===== config.mk =====
export PLATFORM = sky130hd
export DESIGN_NAME = clock_page_replacer_unit
export DESIGN_NICKNAME = d
export VERILOG_FILES = /design/src/hw/rtl/cpr_pkg.sv /design/src/hw/rtl/cpr_frame_table.sv /design/src/hw/rtl/clock_page_replacer_unit.sv
export SDC_FILE = /design/constraint.sdc
export NUM_CORES = 1
export LEC_CHECK = 0
export BUFFER_PORTS_ARGS = -buffer_cell sky130_fd_sc_hd__buf_2
export CAP_MARGIN = 15
export CORE_MARGIN = 2
export CORE_UTILIZATION = 55
export CTS_BUF_LIST = sky130_fd_sc_hd__clkbuf_16
export DETAILED_ROUTE_END_ITERATION = 8
export GPL_TIMING_DRIVEN = 0
export PLACE_DENSITY = 0.7
export REMOVE_ABC_BUFFERS = 1
export SYNTH_ARGS = -nofsm -noshare
export SYNTH_HDL_FRONTEND = slang
export SYNTH_SLANG_ARGS = --single-unit

===== constraint.sdc =====
create_clock -name aclk -period 10.7 [get_ports aclk]
set_input_delay 3.21 -clock aclk [delete_from_list [all_inputs] [get_ports aclk]]
set_output_delay 3.21 -clock aclk [all_outputs]
set_load 0.005 [all_outputs]

===== src/hw/rtl/cpr_pkg.sv =====
package cpr_pkg;

    localparam int FRAME_W        = 6;
    localparam int COUNT_W        = 7;
    localparam int CAP_W          = 7;
    localparam int NUM_FRAMES_DEF = 64;
    localparam logic [CAP_W-1:0] CAP_RESET = 7'd64;

    // widest frame-table index over the supported frame counts (up to 1024)
    localparam int TBL_IDX_W = 10;

    localparam logic [1:0] OP_VICTIM = 2'd0;
    localparam logic [1:0] OP_PIN    = 2'd1;
    localparam logic [1:0] OP_UNPIN  = 2'd2;

    typedef struct packed {
        logic [1:0]         op;
        logic [FRAME_W-1:0] frame;
    } in_item_t;

    typedef struct packed {
        logic               found;
        logic [FRAME_W-1:0] chosen_frame;
        logic [COUNT_W-1:0] count;
    } out_item_t;

    typedef struct packed {
        logic                 clr_pres_a;
        logic                 clr_ref_a;
        logic                 set_b;
        logic [TBL_IDX_W-1:0] idx_a;
        logic [TBL_IDX_W-1:0] idx_b;
    } tbl_cmd_t;

    typedef struct packed {
        logic pres_a;
        logic ref_a;
        logic pres_b;
    } tbl_stat_t;

endpackage


===== src/hw/rtl/cpr_frame_table.sv =====
module cpr_frame_table #(
    parameter int NUM_FRAMES = cpr_pkg::NUM_FRAMES_DEF
) (
    input  logic              aclk,
    input  logic              aresetn,
    input  cpr_pkg::tbl_cmd_t cmd,
    output cpr_pkg::tbl_stat_t stat
);

    localparam int IDX_W = (NUM_FRAMES > 1) ? $clog2(NUM_FRAMES) : 1;

    logic [NUM_FRAMES-1:0] present_reg;
    logic [NUM_FRAMES-1:0] ref_reg;
    logic [IDX_W-1:0]      idx_a;
    logic [IDX_W-1:0]      idx_b;

    assign idx_a = cmd.idx_a[IDX_W-1:0];
    assign idx_b = cmd.idx_b[IDX_W-1:0];

    assign stat.pres_a = present_reg[idx_a];
    assign stat.ref_a  = ref_reg[idx_a];
    assign stat.pres_b = present_reg[idx_b];

    always_ff @(posedge aclk) begin
        if (!aresetn) begin
            present_reg <= '0;
            ref_reg     <= '0;
        end else begin
            if (cmd.clr_pres_a) begin
                present_reg[idx_a] <= 1'b0;
            end
            if (cmd.clr_ref_a) begin
                ref_reg[idx_a] <= 1'b0;
            end
            if (cmd.set_b) begin
                present_reg[idx_b] <= 1'b1;
                ref_reg[idx_b]     <= 1'b1;
            end
        end
    end

endmodule


===== src/hw/rtl/clock_page_replacer_unit.sv =====
// Pin, unpin without eviction, empty victim and ignored items pass from the input transfer through
// the exec state to the result; a victim or a forced eviction adds a sweep in which the hand visits
// at most 2*NUM_FRAMES frame slots before the result is shown.
// One item at a time; the next can be taken in the cycle after the result transfer.
// The sweep checks one slot per cycle through the shared frame-table port.
// Reset (aresetn, synchronous, active low): no candidates, hand 0, capacity 64.
module clock_page_replacer_unit #(
    parameter int NUM_FRAMES = cpr_pkg::NUM_FRAMES_DEF
) (
    input  logic                      aclk,
    input  logic                      aresetn,
    input  logic                      s_valid,
    output logic                      s_ready,
    input  cpr_pkg::in_item_t         s_data,
    output logic                      m_valid,
    input  logic                      m_ready,
    output cpr_pkg::out_item_t        m_data,
    input  logic                      cfg_valid,
    output logic                      cfg_ready,
    input  logic [cpr_pkg::CAP_W-1:0] cfg_data
);

    localparam int IDX_W = (NUM_FRAMES > 1) ? $clog2(NUM_FRAMES) : 1;
    localparam int CNT_W = $clog2(NUM_FRAMES + 1);
    localparam int CMP_W = (CNT_W > cpr_pkg::CAP_W) ? CNT_W : cpr_pkg::CAP_W;

    localparam logic [1:0] ST_IDLE  = 2'd0;
    localparam logic [1:0] ST_EXEC  = 2'd1;
    localparam logic [1:0] ST_SWEEP = 2'd2;
    localparam logic [1:0] ST_OUT   = 2'd3;

    logic [1:0]                  state_reg, state_next;
    cpr_pkg::in_item_t           item_reg, item_next;
    logic [IDX_W-1:0]            hand_reg, hand_next;
    logic [CNT_W-1:0]            count_reg, count_next;
    logic [cpr_pkg::CAP_W-1:0]   cap_reg, cap_next;
    cpr_pkg::out_item_t          res_reg, res_next;

    cpr_pkg::tbl_cmd_t           cmd;
    cpr_pkg::tbl_stat_t          stat;

    logic                        frame_ok;
    logic                        full;
    logic [cpr_pkg::CAP_W-1:0]   cap_eff;

    cpr_frame_table #(
        .NUM_FRAMES(NUM_FRAMES)
    ) u_table (
        .aclk   (aclk),
        .aresetn(aresetn),
        .cmd    (cmd),
        .stat   (stat)
    );

    assign s_ready   = (state_reg == ST_IDLE);
    assign m_valid   = (state_reg == ST_OUT);
    assign m_data    = res_reg;
    assign cfg_ready = 1'b1;

    assign frame_ok = (32'(item_reg.frame) < NUM_FRAMES);
    assign cap_eff  = (cap_reg == '0) ? cpr_pkg::CAP_W'(1) : cap_reg;
    assign full     = (CMP_W'(count_reg) >= CMP_W'(cap_eff)) && (count_reg != '0);

    always_comb begin
        state_next = state_reg;
        item_next  = item_reg;
        hand_next  = hand_reg;
        count_next = count_reg;
        cap_next   = cap_reg;
        res_next   = res_reg;

        cmd            = '0;
        cmd.idx_a      = cpr_pkg::TBL_IDX_W'(item_reg.frame);
        cmd.idx_b      = cpr_pkg::TBL_IDX_W'(item_reg.frame);

        if (cfg_valid) begin
            cap_next = cfg_data;
        end

        case (state_reg)
            ST_IDLE: begin
                if (s_valid) begin
                    item_next  = s_data;
                    state_next = ST_EXEC;
                end
            end
            ST_EXEC: begin
                state_next = ST_OUT;
                case (item_reg.op)
                    cpr_pkg::OP_VICTIM: begin
                        if (count_reg != '0) begin
                            state_next = ST_SWEEP;
                        end
                    end
                    cpr_pkg::OP_PIN: begin
                        if (frame_ok && stat.pres_b) begin
                            cmd.clr_pres_a = 1'b1;
                            cmd.clr_ref_a  = 1'b1;
                            count_next     = count_reg - CNT_W'(1);
                        end
                    end
                    cpr_pkg::OP_UNPIN: begin
                        if (frame_ok && !stat.pres_b) begin
                            if (full) begin
                                state_next = ST_SWEEP;
                            end else begin
                                cmd.set_b  = 1'b1;
                                count_next = count_reg + CNT_W'(1);
                            end
                        end
                    end
                    default: begin
                    end
                endcase
                res_next.found        = 1'b0;
                res_next.chosen_frame = '0;
                res_next.count        = cpr_pkg::COUNT_W'(count_next);
            end
            ST_SWEEP: begin
                cmd.idx_a = cpr_pkg::TBL_IDX_W'(hand_reg);
                hand_next = (hand_reg == IDX_W'(NUM_FRAMES - 1)) ? '0 : hand_reg + IDX_W'(1);
                if (stat.pres_a) begin
                    if (stat.ref_a) begin
                        cmd.clr_ref_a = 1'b1;
                    end else begin
                        cmd.clr_pres_a = 1'b1;
                        // unpin that forced the eviction takes the freed place
                        if (item_reg.op == cpr_pkg::OP_UNPIN) begin
                            cmd.set_b  = 1'b1;
                            count_next = count_reg;
                        end else begin
                            count_next = count_reg - CNT_W'(1);
                        end
                        res_next.found        = 1'b1;
                        res_next.chosen_frame = cpr_pkg::FRAME_W'(hand_reg);
                        res_next.count        = cpr_pkg::COUNT_W'(count_next);
                        state_next            = ST_OUT;
                    end
                end
            end
            ST_OUT: begin
                if (m_ready) begin
                    state_next = ST_IDLE;
                end
            end
            default: begin
                state_next = ST_IDLE;
            end
        endcase
    end

    always_ff @(posedge aclk) begin
        if (!aresetn) begin
            state_reg <= ST_IDLE;
            hand_reg  <= '0;
            count_reg <= '0;
            cap_reg   <= cpr_pkg::CAP_RESET;
        end else begin
            state_reg <= state_next;
            hand_reg  <= hand_next;
            count_reg <= count_next;
            cap_reg   <= cap_next;
        end
    end

    always_ff @(posedge aclk) begin
        item_reg <= item_next;
        res_reg  <= res_next;
    end

endmodule


# Word-level counts from Yosys, hierarchy flattened

Index checks and enable logic that the tools add are counted.

$lt $le $gt $ge: 5
Reduce and logical (&&, ||, !) cells: 11
Muxes and demuxes: 50
Bitwise logic cells: 5
Add/sub/neg operators: 3
Eq/ne operators: 10

Operators by type and width:

| operator            | number |
|---|---|
| $mux 64             | 6 |
| $and 64x64->64      | 2 |
| $or 64x64->64       | 2 |
| $not 64->64         | 1 |
| $mux 7              | 7 |
| $mux 14             | 2 |
| $pmux 14 s2         | 1 |
| $pmux 7 s2          | 2 |
| $bmux 1 s6          | 3 |
| $mux 1              | 15 |
| $lt 6x7->1 const B  | 2 |
| $demux 1 s6         | 2 |
| $ge 6x1->1 const B  | 2 |
| $mux 2              | 6 |
| $mux 6              | 2 |
| $pmux 2 s4          | 1 |
| $add 7x1->7 const B | 1 |
| $ge 7x7->1          | 1 |
| $logic_not 7->1     | 1 |
| $reduce_bool 7->1   | 1 |
| $sub 7x1->7 const B | 1 |
| $add 6x1->6 const B | 1 |
| $eq 2x2->1 const B  | 3 |
| $eq 6x6->1 const B  | 1 |
| other kinds (12)    | 18 |

Output and inout port bits: 17
Register bits after elaboration: 172

# Logic depth before layout (Yosys ltp)

Word-level depth: 12
Depth in mapped cells: 17

# Modules after synthesis

Synthesis repeated with hierarchy kept, for this count alone.

Cells, all modules: 1067
Area total of the unflattened synthesis: 9335.2 sq um

Modules (own cells, without submodules):

| module                   | seq. area each (sq um) | cells each | times used | area an instance (sq um) |
|---|---|---|---|---|
| cpr_frame_table          | 2562.5                 | 755        | 1          | 6573.8 |
| clock_page_replacer_unit | 1101.1                 | 312        | 1          | 2761.4 |

# Worst setup path after synthesis

Ideal clock, no wire load.

Path kind: input to register
Start: input port aresetn
End: register u_table.present_reg[16]
Required time: 10.626 ns
Slack: 6.282 ns
Path buffers: 2
Arrival time: 4.344 ns
Stages on the path: 6
Library setup time: 0.074 ns
Cell sequence: clkbuf_1 > nand2b_1 > nor3_1 > clkbuf_1 > o211ai_1 > o21ai_0

RTL lines:

| item                           | line                           | RTL |
|---|---|---|
| start: declaration             | clock_page_replacer_unit.sv:11 | `input logic aresetn,` |
| end signal: assignment         | cpr_frame_table.sv:26          | `present_reg <= '0;` |
| end signal: indexed assignment | cpr_frame_table.sv:30          | `present_reg[idx_a] <= 1'b0;` |
| end signal: indexed assignment | cpr_frame_table.sv:36          | `present_reg[idx_b] <= 1'b1;` |
| end: declaration               | cpr_frame_table.sv:12          | `logic [NUM_FRAMES-1:0] present_reg;` |

# Final worst setup path

Start: register state_reg[0]
End: register res_reg, in the netlist m_data[10] (enable)

Cells in the longest elaborated chain, start to end: 6

RTL lines:

| item                           | line                                         | RTL |
|---|---|---|
| start: declaration             | clock_page_replacer_unit.sv:32               | `logic [1:0] state_reg, state_next;` |
| start signal: assignment       | clock_page_replacer_unit.sv:159              | `state_reg <= state_next;` |
| $eq 2x2->1                     | clock_page_replacer_unit.sv:80               | `case (state_reg)` |
| $mux 6                         | clock_page_replacer_unit.sv:80               |  |
| $bmux 1 s6 (on tied branches)  | cpr_frame_table.sv:20, cpr_frame_table.sv:21 |  |
| $mux 1 (on tied branches)      | cpr_frame_table.sv:20, cpr_frame_table.sv:21 |  |
| $ne 2x2->1 (no line)           | --                                           |  |
| $reduce_and 3->1 (no line) (*) | --                                           |  |
| end signal: assignment         | clock_page_replacer_unit.sv:168              | `res_reg <= res_next;` |
| end: declaration               | clock_page_replacer_unit.sv:37               | `cpr_pkg::out_item_t res_reg, res_next;` |

Mark *: on every way between the ends. The rest lies on a longest branch, timed or not. The select of a mux whose other input is x is not followed.
A chain may end at the register's enable or synchronous reset.

==> flow_summary.ini <==
[setup_path]
cpMostUsedCell = inv_1
required_ns = 10.79
cp-end-kind = register
crit_chain = inv_1 > ha_2 > buf_12 > inv_1 > a21oi_1 > nand2_1 > nor3_1 > a211oi_1 > and4_1 > a211oi_1 > nor2_1 > inv_1
crit_slowest_cell = a211oi_1
crit_type = reg2reg
cpPeakStageDelay_ns = 0.95
crit_arrival_ns = 5.82
cp-start-kind = register
crit_path_max_fanout = 44

[placed_design]
gp_congestion = 0.978
place.port_buffers = 35
dp_hpwl_um = 24000

[layout]
drive_gt1_frac = 0.124
final_util = 0.613
final_nets = 1241
diodes = 0
area_delta_synth_final_pct = 9.62

[die]
row_count = 50
die-area_um2 = 20100
num_io_pins = 37
start_util = 0.559
die_h_um = 142
die-width_um = 142
core_area_um2 = 18600

[pwr]
switchingPower_uw = 1200
combPwrFrac = 0.455
peakVddDrop_uv = 151
leakagePower_uw = 0.00384
p_clk_frac = 0.239
p_sw_frac = 0.457
powerDensity_nw_per_um2 = 229
seqPwrFrac = 0.306
p_total_uw = 2620
internal_power_uw = 1420

[global_route]
antenna_found_initial = 0
grt_pass1_vias = 9569
grt-ovfl-total = 0
grt_max_degree = 83
grt_pass1_wl_um = 55200
grt_use_total = 0.358

[synth]
synth.distinct_cells = 85
syn_area_um2 = 10400
netlist_top_cells_count = dfxtp_1 (150), o21ai_0 (146), nand2_1 (145)
postSynthAreaPerCell_um2 = 8.37
synth-seq-area-share = 0.352
synth_warnings = 0
synth_area_leader_cell = dfxtp_1
async_reset_ff_frac = 0
netlist.area_leader.share = 0.288
synth-edff-count = 22
ys_ff_latch = 172
synthCells = 1245
synth_area_leaders = dfxtp_1 (29%), o21ai_0 (7.0%), edfxtp_1 (6.3%)
synth_flop_cell = dfxtp_1
yosysMostFrequentCell = dfxtp_1

[sta]
grt_setup_unrepaired = no
drv_slew = 0
setup_viol = 0
tightest_slew_ns = 1.27
fin_skew_ns = 0.0156
fmax_mhz = 175
hold_viol = 0
slew_headroom = 0.152
fin_crit_ns = 5.72
fin_setup_tns_ns = 0
fin_hold_ws_ns = 0.481
min_period_over_period = 0.535

[detailed_routing]
post_drt_wl_per_cell_um = 24.8
drt-pass1-iter-count = 6
drt-initial-drc-count = 1518
ant_nets = 0
wl_um = 36100
vias = 10400
drc = 0
viasPerCell = 7.19

[clock_tree]
ctsLongestPathBuffers = 2
cts_hold_buf = 0
post_cts_buffers = 0
cts_buffers = 17
cts.htree.levels = 4
root_buffer = clkbuf_16
cts_tree = built
clkTransAtPathRegs_ns = 0.08
cts.sinks = 172
clk_latency_ns = 0.46
cts_resized = 0

[min_path]
worstHoldPathType = reg2reg

[run]
drv_cap = 0

[run_status]
status = finished clean
[critical path: cells and delay by family, from the launching register on]
| kind | cells | cell delay [ns] |
|---|---|---|
| AND/OR/NAND/NOR | 4 | 1.20 |
| adder cells (fa/ha/maj) | 1 | 0.35 |
| buffers and inverters | 4 | 1.47 |
| AO/OA/AOI/OAI | 3 | 1.97 |
| flip-flops | 1 | 0.35 |
[cell families after synthesis]
kind of cell	after synthesis	share of synthesized area
AOI/OAI and AO/OA	458	0.310
muxes	59	0.0777
DFF	172	0.352
adders and majority gates	17	0.0204
buffers and inverters	156	0.0620
other	1	0.000360
xor gates and xnor gates	7	0.00588
and+or+nand+nor	375	0.172
[cell usage in the layout, fill, tap and decap left out, drive strengths merged, types with 13 or more instances in the layout]
cell type,synthesis,final
a211oi,61,61
a21oi,46,46
a32o,63,63
buf,38,62
clkbuf,84,17
dfxtp,150,150
edfxtp,22,22
ha,17,17
inv,34,44
mux2i,36,36
mux4,14,14
nand2,145,145
nand3,33,33
nor2,80,80
nor3,16,16
o211ai,41,41
o21ai,149,149
or3,13,13
[power groups by stage]
stage	clock network [uW]	logic [uW]	registers, uW
2_1_floorplan	0	686	803
3_3_place_gp	0	1030	829
3_5_place_dp	0	1120	819
4_1_cts	623	1130	805
5_1_grt	649	1250	806
6_report	624	1190	801
[metal layers]
metal	wire, um	track usage	vias to the layer above
met5	0	0	-
met4	1900	0.178	0
met3	4260	0.0685	157
met2	15800	0.548	749
met1	14100	0.485	4900
li1	-	-	4631
[final timing paths]
kind | from | endpoint | slack, ns | cells after the start
max | state_reg[0] | m_data[10] | 4.98 | 12
min | u_table.ref_reg[46] | u_table.ref_reg[46] | 0.48 | 2
max reg2reg | state_reg[0] | m_data[10] | 4.98 | 12
min reg2reg | u_table.ref_reg[46] | u_table.ref_reg[46] | 0.48 | 2
[metrics by stage]
| step | std cells | instance area, um2 | setup slack (ns) |
|---|---|---|---|
| finish | 1451 | 11400 | 4.98 |
| detailed placement | 1416 | 10800 | 5.25 |
| CTS | 1448 | 11400 | 5.22 |
| floorplan | 1123 | 9900 | 5.32 |
| global placement | 1392 | 10400 | 2.33 |
| global route | 1451 | 11400 | 4.78 |
[layout make-up]
class                   count  area [um2]
flip-flops and latches    172        3660
multi-input cells         917        6160
repair buffers             62         603
fillers                  1664        7220
inverters                  34         128
well taps                 234         293
clock buffers              17         425
clock inverters            15         149
Power figures use the tool's default switching activity.
